**config.mk**
```make
export PLATFORM = sky130hd
export DESIGN_NAME = spt_hash
export DESIGN_NICKNAME = d
export VERILOG_FILES = /design/src/rtl/session_persistence_table_macros.svh /design/src/rtl/spt_hash.sv
export SDC_FILE = /design/constraint.sdc
export NUM_CORES = 1
export LEC_CHECK = 0
export ABC_AREA = 1
export ABC_CLOCK_PERIOD_IN_PS = 4570
export BUFFER_PORTS_ARGS = -buffer_cell sky130_fd_sc_hd__buf_2
export CORE_ASPECT_RATIO = 1.25
export CORE_UTILIZATION = 60
export DETAILED_ROUTE_END_ITERATION = 10
export HOLD_SLACK_MARGIN = 0.12
export PLACE_DENSITY = 0.94
export REMOVE_ABC_BUFFERS = 1
export SLEW_MARGIN = 30
export SYNTH_ARGS = -nofsm -noshare
export SYNTH_HDL_FRONTEND = slang
export SYNTH_SLANG_ARGS = --single-unit
```
**constraint.sdc**
```tcl
create_clock -name clock -period 4.57 [get_ports clock]
set_input_delay 0.457 -clock clock [delete_from_list [all_inputs] [get_ports clock]]
set_output_delay 0.457 -clock clock [all_outputs]
set_load 0.05 [all_outputs]
```
**src/rtl/session_persistence_table_macros.svh**
```systemverilog
// Assertion macros for the session persistence table.
`ifndef SESSION_PERSISTENCE_TABLE_MACROS_SVH
`define SESSION_PERSISTENCE_TABLE_MACROS_SVH
// Check an implication on every clock edge outside reset.
`define SPT_ASSERT_IMP(label, clk, rst, ante, cons, msg) \
   label: assert property (@(posedge clk) disable iff (rst) (ante) |-> (cons)) \
      else $error(msg);
// Check an implication in the next cycle.
`define SPT_ASSERT_NEXT(label, clk, rst, ante, cons, msg) \
   label: assert property (@(posedge clk) disable iff (rst) (ante) |=> (cons)) \
      else $error(msg);
`endif

```
**src/rtl/spt_hash.sv**
```systemverilog
// Byte-serial djb2 hash unit over a normalized key.
module spt_hash #(
   parameter int KEY_BYTES = 8
) (
   input  logic        clock,
   input  logic        reset,
   input  logic        start,
   input  logic [63:0] key,
   output logic [63:0] norm_key,
   output logic [31:0] hash,
   output logic        done
);
   logic [3:0]  idx_ff, idx_in;
   logic [31:0] h_ff, h_in;
   logic [63:0] nk_ff, nk_in;
   logic        run_ff, run_in;
   logic [7:0]  b;

   assign b = key[8 * idx_ff[2:0] +: 8];
   assign norm_key = nk_ff;
   assign hash = h_ff;
   assign done = !run_ff;

   always_comb begin
      idx_in = idx_ff;
      h_in = h_ff;
      nk_in = nk_ff;
      run_in = run_ff;
      if (start) begin
         idx_in = '0;
         h_in = 32'd5381;
         nk_in = '0;
         run_in = 1'b1;
      end else if (run_ff) begin
         if (idx_ff >= 4'(KEY_BYTES) || b == 8'd0) begin
            run_in = 1'b0;
         end else begin
            h_in = (h_ff << 5) + h_ff + {24'd0, b};
            nk_in[8 * idx_ff[2:0] +: 8] = b;
            idx_in = idx_ff + 4'd1;
         end
      end
   end

   always_ff @(posedge clock) begin
      if (reset) begin
         run_ff <= 1'b0;
      end else begin
         run_ff <= run_in;
      end
      idx_ff <= idx_in;
      h_ff <= h_in;
      nk_ff <= nk_in;
   end
endmodule

```
# Word level (Yosys, flattened, before mapping)
# Index checks and enable logic that the tools add are counted.
# word_totals
output_inout_bits	97
reg_bits	101
wordCells	21
# op_classes
magnitude_cmp	1
bitwise	1
reduce_logical	4
muxes	4
shift	3
add_sub_neg	4
# op_table
cell	count
bitwise mux 64 bit	1
variable shift 8 x 34 -> 64 bit (first input constant)	1
variable part select 64 x 7 -> 8 bit	1
variable part select 8 x 34 -> 64 bit	1
negator 6 -> 34 bit	1
adder 32 bit	1
adder 32 x 8 -> 32 bit	1
zero test 8 bit	1
adder 4 x 1 -> 4 bit (second input constant)	1
greater-or-equal comparator 4 bit (second input constant)	1
2-to-1 mux 1 bit	3
AND reduction 2 bit	1
zero test 1 bit	1
logical OR 1 bit	1
inverter 1 bit	1

# Logic depth before layout (Yosys ltp)
# Gate-level depths: netlist of the first run.
# depth
ltp_word	6
ltp_mapped	24
mapped_depth_nobuf	23

# Worst setup path after synthesis of the first run
# OpenSTA, ideal clock, no wires.
# synth_timing
path_type	flip-flop to flip-flop
start	reg idx_ff[0]
end	reg h_ff[13] (netlist: hash[13])
stages_incl_launch_ff	19
setup_slack_ns	1.753
t_arrival_ns	2.700
period_less_slack_ns	2.817
cell_sequence	dfxtp_1 buf_4 buf_4 nand2_1 nand3_1 nand3_1 nand2_1 inv_1 ha_1 ha_1 fa_1 nand2_1 nand2_1 and2_1 nand3_1 nand3b_1 xor2_1 o21ai_0 nor2_1
# synth_between
elab_chain_len	5
word_cells_on_any_way	7
classes_between	add/sub: 1; order compare: 1; shift: 1; bitwise: 1; reduce/logical: 3
# synth_lines
item	line	source
start: declaration	spt_hash.sv:13	logic [3:0] idx_ff, idx_in;
start signal: assignment	spt_hash.sv:51	idx_ff <= idx_in;
branches (longest 5 deep; another with adder 32 x 8 -> 32 bit)	n/a	
end signal: assignment	spt_hash.sv:52	h_ff <= h_in;
end: declaration	spt_hash.sv:14	logic [31:0] h_ff, h_in;
# Several ways; the timed one is not identified.
# A chain may end at the register's enable or synchronous reset.

# Final worst setup path of the first run
# layout_timing
start	reg idx_ff[1]
end	reg nk_ff[39] (netlist: norm_key[39])
# layout_between
elab_chain_len	5
word_cells_on_any_way	10
classes_between	add/sub: 1; order compare: 1; shift: 3; mux: 1; bitwise: 1; reduce/logical: 3
# layout_lines
item	line	source
branches (longest 5 deep; another with variable part select 64 x 7 -> 8 bit)	n/a	
end signal: assignment	spt_hash.sv:53	nk_ff <= nk_in;
end: declaration	spt_hash.sv:15	logic [63:0] nk_ff, nk_in;
# Several ways; the timed one is not identified.

==> summary.md, run 1 <==
| Metric | Value |
|---|---|
| Status | `complete, no violations` |
| Starting density of the core | `between 60% and 70%` |
| Largest net degree at the start of global routing | `65` |
| Post-cts sizing count | `0` |
| Synthesis-stage register bit count | `101` |
| Drt first pass iters | `5` |
| Vias per cell | `between 5 and 6` |
| Overall global routing resource usage | `33.15%` |
| Max Transition Viols Final | `0` |
| Die ar. | `between 0.01 and 0.015 sq mm` |
| Core footprint | `between 0.01 and 0.015 sq mm` |
| Final Critical Period | `4.180 ns` |
| Worst-path clk slew | `~0.070 ns` |
| Root Driver | `clkbuf_16` |
| Endpoints failing hold | `0` |
| # diodes | `0` |
| Number of synthesized flops with an enable pin | `0` |
| H-tree levels | `3` |
| Synthesis Warnings | `0` |
| Register area | `about 0.0020 sq mm` |
| MaxCap Viol Count | `0` |
| Worst hold path type | `in -> reg` |
| Worst-skew pair later-pin latency | `~0.36 ns` |
| Final wirelength | `~22000 microns` |
| CTS tree | `yes` |
| Required time of the critical path | `4.86 ns` |
| Final Hold Slack | `roughly 0.25 ns` |
| FILL cells | `1148` |
| Crit path launch type | `register` |
| Pre-CTS WS | `0.6048 ns` |
| Leakage | `between 5 and 6 nW` |
| Peak Freq | `between 200 and 250 MHz` |
| Setup TNS | `0 ns` |
| Ys flop type | `dfxtp_1` |
| ANT nets after route | `0` |
| Total global routing overflow | `0` |
| Layout cells sized above 1 | `about an eighth` |
| Initial DRC count | `between 500 and 600` |
| Vias in the first global route | `between 8000 and 9000` |
| Final setup fails | `0` |
| Power, Total | `around 3.2 mW` |
| Mean Syn Cell Area | `slightly below 6 sq um` |
| Routed WL per cell | `~14 microns` |
| FFs w/ async S/R, synth | `0%` |
| R2R Setup Slk | `roughly 0.39 ns` |
| Multi-input gate area | `a little under 0.005 sq mm` |
| Clock Path Buffers | `2` |
| Netlist cell types | `33` |
| Worst Skew | `between 0.01 and 0.015 ns` |
| Via count | `~8800` |
| Synth top area cells | `dfxtp_1 26%, nand2_1 21%, nor2_1 11%` |
| Commonest non-fill, non-tap cell in the layout | `nand2_1` |
| RSZ-0062 raised after global routing | `no` |
| Post-synth top area share | `25.50%` |
| Slew @ Worst Pin | `about 0.8 ns` |
| Cell Area, Synth | `between 0.007 and 0.008 sq mm` |
| Final nets | `1620` |
| Crit end category | `register` |
| Die Wd | `~100 microns` |
| PwrDens | `~360 mW/mm^2` |
| Number of top-level pins | `~160` |
| Residual DRC | `0` |
| Most frequent cells in the layout | `442 x nand2_1, 223 x nor2_1, 214 x inv_1` |
| Initial antenna violation count | `0` |
| Period utilization | `about 91%` |
| CTS sink cnt | `~100` |
| Crit path DAT | `4.47 ns` |
| Placer Congestion | `roughly 0.96` |
| Fin util | `between 70% and 80%` |
| WS Path Type | `reg -> reg` |
| First-pass GRT wire length | `roughly 37000 microns` |
| Post-CTS setup repair buffer count | `0` |
| Area leader, netlist | `dfxtp_1` |
| Dpl hpwl | `16830 microns` |
| Cts hold-fix bufs | `0` |
| Post-synthesis cell count | `about 1400` |
| Num rows | `between 40 and 50` |
| Port bufs | `about 160` |
| Max VDD drop | `0.0002826 V` |
| CP max FO | `21` |
| CTS buffer count | `9` |
| Die Y-Extent | `roughly 130 microns` |
| Final WS setup | `between 0.3 and 0.4 ns` |
| Area delta synth->final | `13.97%` |
| Post-synthesis sequential area ratio | `~26%` |
| Slew margin rel. | `between 40% and 50%` |
path summary, 6_finish.rpt:
path                            cells after the start      start      endpoint
worst max-delay path                               13  idx_ff[1]  norm_key[39]
worst min-delay path                                2      reset        run_ff
worst max register to register                     13  idx_ff[1]  norm_key[39]
worst min register to register                      2  idx_ff[3]     idx_ff[3]
sequential cells by signal (all words and copies together), names as in the netlist:
name      count
hash         32
idx_ff        4
run_ff        1
norm_key     64
metrics by stage:
stage / cells / instance area (sq um)
6_report: 1661 / 9036
4_1_cts: 1661 / 9036
3_5_place_dp: 1645 / 8720
5_1_grt: 1661 / 9036
2_1_floorplan: 1308 / 7644
3_3_place_gp: 1645 / 8717
critical path: stages (launching register included):
cell	delay [ns]
dfxtp_1	0.31
buf_4	0.23
clkinv_1	0.40
ha_1	0.34
ha_1	0.27
buf_4	0.24
inv_1	0.31
nor2_1	0.42
inv_1	0.28
nor4_2	0.65
nand3_2	0.31
nand2_1	0.15
nand2_1	0.07
nor2_1	0.13
layout make-up:
cell class	count	share of cell area, %
flip-flops and latches	101	22.38
inverters	219	9.125
clock buffers	9	2.492
multi-input cells	988	53.14
clock inverters	7	1.011
repair buffers	169	9.526
well taps	168	2.326
cell usage after synthesis (all sizes together), types with 10 or more instances:
library cell	count
a21oi	58
xor2	10
nand2	444
clkbuf	20
ha	61
nand4	30
buf	32
inv	216
o21ai	21
nor3	16
dfxtp	101
nor2	224
nand3	87
cells by family (layout without fill, tap and decap cells):
family	count (synthesis)	count (layout)	share of synthesized area, %
AND/OR/NAND/NOR	821	821	42.56
adder cells (fa/ha/maj)	65	65	10.64
XOR/XNOR	13	13	1.436
flip-flops	101	101	25.50
AO/OA/AOI/OAI	89	89	5.902
buffers and inverters	271	404	13.97
metal layers:
layer  track usage (%)  wire, microns  vias up
li1                  -              -     4449
met1             35.71           8744     3956
met2             63.65          11620      326
met3             3.671           1154       71
met4             18.31            981        0
met5                 0              0        -
report_power, final:
| group | leakage (nW) | switching (mW) | internal [mW] | total [mW] |
|---|---|---|---|---|
| combinational | 4.48 | 1.00 | 0.447 | 1.45 |
| sequential | 0.821 | 0.0728 | 0.934 | 1.01 |
| clock | 0.152 | 0.395 | 0.393 | 0.789 |
| total | 5.45 | 1.47 | 1.78 | 3.24 |
Power figures use the tool's default switching activity.
==> run 2, diff against run 1 <==
--- a/config.mk
+++ b/config.mk
@@ -6,7 +6,7 @@
 export NUM_CORES = 1
 export LEC_CHECK = 0
 export ABC_AREA = 1
-export ABC_CLOCK_PERIOD_IN_PS = 4570
+export ABC_CLOCK_PERIOD_IN_PS = 5210
 export BUFFER_PORTS_ARGS = -buffer_cell sky130_fd_sc_hd__buf_2
 export CORE_ASPECT_RATIO = 1.25
 export CORE_UTILIZATION = 60
==> constraint.sdc (replaced) <==
create_clock -name clock -period 5.21 [get_ports clock]
set_input_delay 0.521 -clock clock [delete_from_list [all_inputs] [get_ports clock]]
set_output_delay 0.521 -clock clock [all_outputs]
set_load 0.05 [all_outputs]
==> run 2 against run 1 <==
Critical endpoint is now norm_key[38]. First-iteration DRC count shrank 2.6%. Clock-buffer cell count is the same. Global-route usage rose by 0.057 points. Total power is 12% lower. Setup slack better by 0.17 ns.
==> summary.md, run 2 (synthesis results as in run 1) <==
| Metric | Value |
|---|---|
| Worst-path clk slew | `approximately 0.08 ns` |
| Starting density of the core | `62.05%` |
| Area delta synth->final | `13.81%` |
| Worst hold path type | `in -> reg` |
| Initial DRC count | `slightly above 500` |
| Largest net degree at the start of global routing | `60` |
| R2R Setup Slk | `roughly 0.56 ns` |
| Port bufs | `about 160` |
| Final Critical Period | `4.647 ns` |
| Slew margin rel. | `about 50%` |
| Max VDD drop | `about 0.00022 V` |
| Crit path DAT | `roughly 4.9 ns` |
| CTS buffer count | `9` |
| CTS tree | `yes` |
| Post-cts sizing count | `0` |
| Die Y-Extent | `130.5 microns` |
| WS Path Type | `reg -> reg` |
| Max Transition Viols Final | `0` |
| Via count | `roughly 8800` |
| Crit path launch type | `register` |
| Worst-skew pair later-pin latency | `0.37 ns` |
| Most frequent cells in the layout | `442 x nand2_1, 223 x nor2_1, 214 x inv_1` |
| CP max FO | `21` |
| Num rows | `46` |
| Layout cells sized above 1 | `roughly an eighth` |
| First-pass GRT wire length | `36440 microns` |
| Post-CTS setup repair buffer count | `0` |
| Leakage | `approximately 5.4 nW` |
| Final setup fails | `0` |
| MaxCap Viol Count | `0` |
| Status | `complete, no violations` |
| Setup TNS | `0 ns` |
| Vias per cell | `5.280` |
| Final nets | `about 1600` |
| Required time of the critical path | `around 5.5 ns` |
| Die ar. | `~0.014 sq mm` |
| Root Driver | `clkbuf_16` |
| Dpl hpwl | `about 17000 microns` |
| Overall global routing resource usage | `between 30% and 40%` |
| Number of top-level pins | `approximately 160` |
| PwrDens | `roughly 320 mW/mm^2` |
| RSZ-0062 raised after global routing | `no` |
| Total global routing overflow | `0` |
| Slew @ Worst Pin | `approximately 0.74 ns` |
| Hold path depth | `2` |
| Clock Path Buffers | `2` |
| Core footprint | `approximately 0.013 sq mm` |
| CP startpoint | `idx_ff[1]` |
| FF-to-FF path depth | `11` |
| Crit end category | `register` |
| CTS sink cnt | `~100` |
| Commonest non-fill, non-tap cell in the layout | `nand2_1` |
| ANT nets after route | `0` |
| Die Wd | `approximately 100 microns` |
| Drt first pass iters | `5` |
| Endpoints failing hold | `0` |
| Residual DRC | `0` |
| H-tree levels | `3` |
| Period utilization | `just under 90%` |
| Routed WL per cell | `13.52 microns` |
| Non-filler instance count after layout | `1660` |
| Peak Freq | `~220 MHz` |
| R2R Path End | `norm_key[38]` |
| Cells after DPL | `roughly 1600` |
| Vias in the first global route | `8023` |
| Cts hold-fix bufs | `0` |
| Worst Skew | `0.008989 ns` |
| Initial antenna violation count | `0` |
| Worst r2r src | `idx_ff[1]` |
| Placer Congestion | `between 0.9 and 1` |
| # diodes | `0` |
| Largest register FFs | `between 60 and 70` |
| Hold path start | `reset` |
| Hold EP | `run_ff` |
| Final wirelength | `roughly 22000 microns` |
==> run 2: worst max-delay path: stages (launching register included) <==
cell	delay (ns)
dfxtp_1	0.31
buf_4	0.23
clkinv_1	0.40
ha_1	0.35
ha_1	0.73
inv_1	0.48
nor2_1	0.48
inv_1	0.31
nor4_2	0.66
nand3_2	0.30
nor2_1	0.22
nor2_1	0.06
==> run 2: area by class of cell <==
type	count	area [sq um]
Tap cell	168	210.2
Sequential cell	101	2022
Clock buffer	9	225.2
Inverter	219	822.0
Clock inverter	7	88.84
Fill cell	1149	3754
Multi-Input combinational cell	988	4802
Timing Repair Buffer	168	853.3
==> run 2: per-layer routing <==
layer / GRT usage (%) / wire (microns) / vias up
met2: 61.20 / 11250 / 363
met1: 36.54 / 8778 / 3864
met4: 21.21 / 1062 / 0
met5: 0 / 0 / -
met3: 3.968 / 1344 / 79
li1: - / - / 4458
==> run 2: where the power goes <==
part | total (mW) | switching, mW | internal [mW] | leakage, nW
Clock | 0.703 | 0.357 | 0.346 | 0.152
Sequential | 0.885 | 0.0659 | 0.819 | 0.821
Combinational | 1.27 | 0.881 | 0.392 | 4.47
Total | 2.86 | 1.30 | 1.56 | 5.45
==> run 2: worst max-delay path by stage <==
stage,to,slack (ns),depth (start not counted)
floorplan,norm_key[38],0.42,11
finish,norm_key[38],0.56,11
global placement,norm_key[38],0.88,11
global route,norm_key[39],0.20,12
CTS,norm_key[38],0.68,11
detailed placement,norm_key[38],0.77,11
==> run 2: stage by stage <==
step	util [%]	power, mW	hold slack, ns	area [sq um]	worst slack (ns)
global route	70.62	3.031	0.3224	9024	0.1958
CTS	70.62	2.847	0.2996	9024	0.6828
detailed placement	68.16	2.146	0.4638	8710	0.7730
finish	70.62	2.860	0.2974	9024	0.5629
floorplan	-	1.812	0.4244	7644	0.4179
global placement	68.16	2.131	0.4538	8710	0.8754
==> run 3, diff against run 2 <==
--- a/config.mk
+++ b/config.mk
@@ -11,7 +11,7 @@
 export CORE_ASPECT_RATIO = 1.25
 export CORE_UTILIZATION = 60
 export DETAILED_ROUTE_END_ITERATION = 10
-export HOLD_SLACK_MARGIN = 0.12
+export MAX_ROUTING_LAYER = met4
 export PLACE_DENSITY = 0.94
 export REMOVE_ABC_BUFFERS = 1
 export SLEW_MARGIN = 30
==> run 3 against run 2 <==
Sequential cell count stayed put. First-iteration DRC count is 23% higher. Die area stayed put. Sequential share of layout area hardly changed. Setup slack worse by 0.066 ns. Design area hardly changed. Total power is 0.28% higher. Non-clock buffer count stayed put. Via count is 0.72% lower. Routed wire length is 2.3% higher. Clock skew is 0.0013 ns higher. Utilization hardly changed. Largest power group unchanged.
==> summary.md, run 3 (synthesis results as in run 1) <==
| Metric | Value |
|---|---|
| Status | `complete, no violations` |
| H-tree levels | `3` |
| Die Wd | `roughly 100 microns` |
| Clock Path Buffers | `2` |
| Initial antenna violation count | `0` |
| Post-cts sizing count | `0` |
| Commonest non-fill, non-tap cell in the layout | `nand2_1` |
| Max Transition Viols Final | `0` |
| Peak Freq | `~210 MHz` |
| Post-CTS setup repair buffer count | `0` |
| Port bufs | `~160` |
| PwrDens | `around 320 mW/mm^2` |
| Final WS setup | `slightly below 0.5 ns` |
| Largest net degree at the start of global routing | `around 80` |
| Initial DRC count | `between 600 and 700` |
| Via count | `8701` |
| Crit path launch type | `register` |
| Period utilization | `between 90 and 100%` |
| Root Driver | `clkbuf_16` |
| Most frequent cells in the layout | `442 x nand2_1, 223 x nor2_1, 214 x inv_1` |
| Non-filler instance count after layout | `roughly 1700` |
| Final wirelength | `22950 microns` |
| Uppermost layer routed | `met4` |
| First-pass GRT wire length | `37070 microns` |
| Required time of the critical path | `about 5.5 ns` |
| ANT nets after route | `0` |
| Worst-skew pair later-pin latency | `roughly 0.36 ns` |
| Power, Total | `~2.9 mW` |
| Routed WL per cell | `13.82 microns` |
| CTS buffer count | `9` |
| Metal2 WL | `about 11000 microns` |
| Cells after DPL | `roughly 1600` |
| Endpoints failing hold | `0` |
| Slew @ Worst Pin | `about 0.8 ns` |
| WS Path Type | `reg -> reg` |
| Dpl hpwl | `around 17000 microns` |
| Fin util | `just over 70%` |
| Crit path DAT | `approximately 5.0 ns` |
| Worst-path clk slew | `~0.080 ns` |
| RSZ-0062 raised after global routing | `no` |
| Leakage | `approximately 5.4 nW` |
| Placer Congestion | `0.9805` |
| Final setup fails | `0` |
| Max VDD drop | `around 0.00025 V` |
| Layout cells sized above 1 | `13.07%` |
| Setup TNS | `0 ns` |
| Overall global routing resource usage | `a little over a third` |
| Number of top-level pins | `164` |
| Vias per cell | `~5.2` |
| MaxCap Viol Count | `0` |
| Final Critical Period | `between 4 and 5 ns` |
| Largest register FFs | `64` |
| Core footprint | `about 0.013 sq mm` |
| Die ar. | `~0.014 sq mm` |
| Pre-CTS WS | `0.7868 ns` |
| Num rows | `between 40 and 50` |
| Met3 WL post-DR | `around 1400 microns` |
| Die Y-Extent | `about 130 microns` |
| Residual DRC | `0` |
| Worst hold path type | `in -> reg` |
| Final nets | `about 1600` |
| Vias in the first global route | `8157` |
| Starting density of the core | `62.05%` |
| Worst Skew | `between 0.01 and 0.015 ns` |
| Total global routing overflow | `0` |
| Area delta synth->final | `13.78%` |
| Wl on met1 | `approximately 9000 microns` |
| CTS sink cnt | `around 100` |
| Cts hold-fix bufs | `0` |
| Slew margin rel. | `45.28%` |
| CP max FO | `21` |
| # diodes | `0` |
| CTS tree | `yes` |
| Crit end category | `register` |
| Drt first pass iters | `5` |
run 3: through the flow:
stage / hold slack, ns / cell area, sq um
after floorplan: 0.4244 / 7644
after global placement: 0.4571 / 8710
after detailed placement: 0.4640 / 8710
after CTS: 0.3054 / 9021
after global routing: 0.3121 / 9021
final: 0.3040 / 9021
run 3: cell type report:
cell class	instances	area (sq um)
fillers	1174	3756
inverters	219	822.0
clock inverters	7	86.33
clock buffers	9	225.2
multi-input cells	988	4802
well taps	168	210.2
repair buffers	168	853.3
flip-flops and latches	101	2022
run 3: path summary, 6_finish.rpt:
kind             endpoint      start  slack [ns]  cells past startpoint
min reg2reg     idx_ff[3]  idx_ff[3]        0.48                      2
max reg2reg  norm_key[39]  idx_ff[1]        0.50                     12
min                run_ff      reset        0.30                      2
max          norm_key[39]  idx_ff[1]        0.50                     12
run 3: per-layer routing:
layer / vias to the layer above / track usage [%]
met4: 0 / 19.55
li1: 4444 / -
met3: 81 / 4.365
met5: - / -
met2: 380 / 62.21
met1: 3796 / 37.61
run 3: worst max-delay path, stage by stage (launching register included):
cell,delay (ns)
dfxtp_1,0.31
buf_4,0.23
clkinv_1,0.40
ha_1,0.34
ha_1,0.73
inv_1,0.50
nor2_1,0.45
inv_1,0.29
nor4_2,0.63
nand3_2,0.31
nand2_1,0.20
nand2_1,0.08
nor2_1,0.15
run 3: power breakdown:
| group | leakage (nW) | internal (mW) | switching [mW] | total (mW) |
|---|---|---|---|---|
| logic | 4.47 | 0.392 | 0.885 | 1.28 |
| clock network | 0.151 | 0.345 | 0.361 | 0.706 |
| registers | 0.821 | 0.819 | 0.0663 | 0.886 |
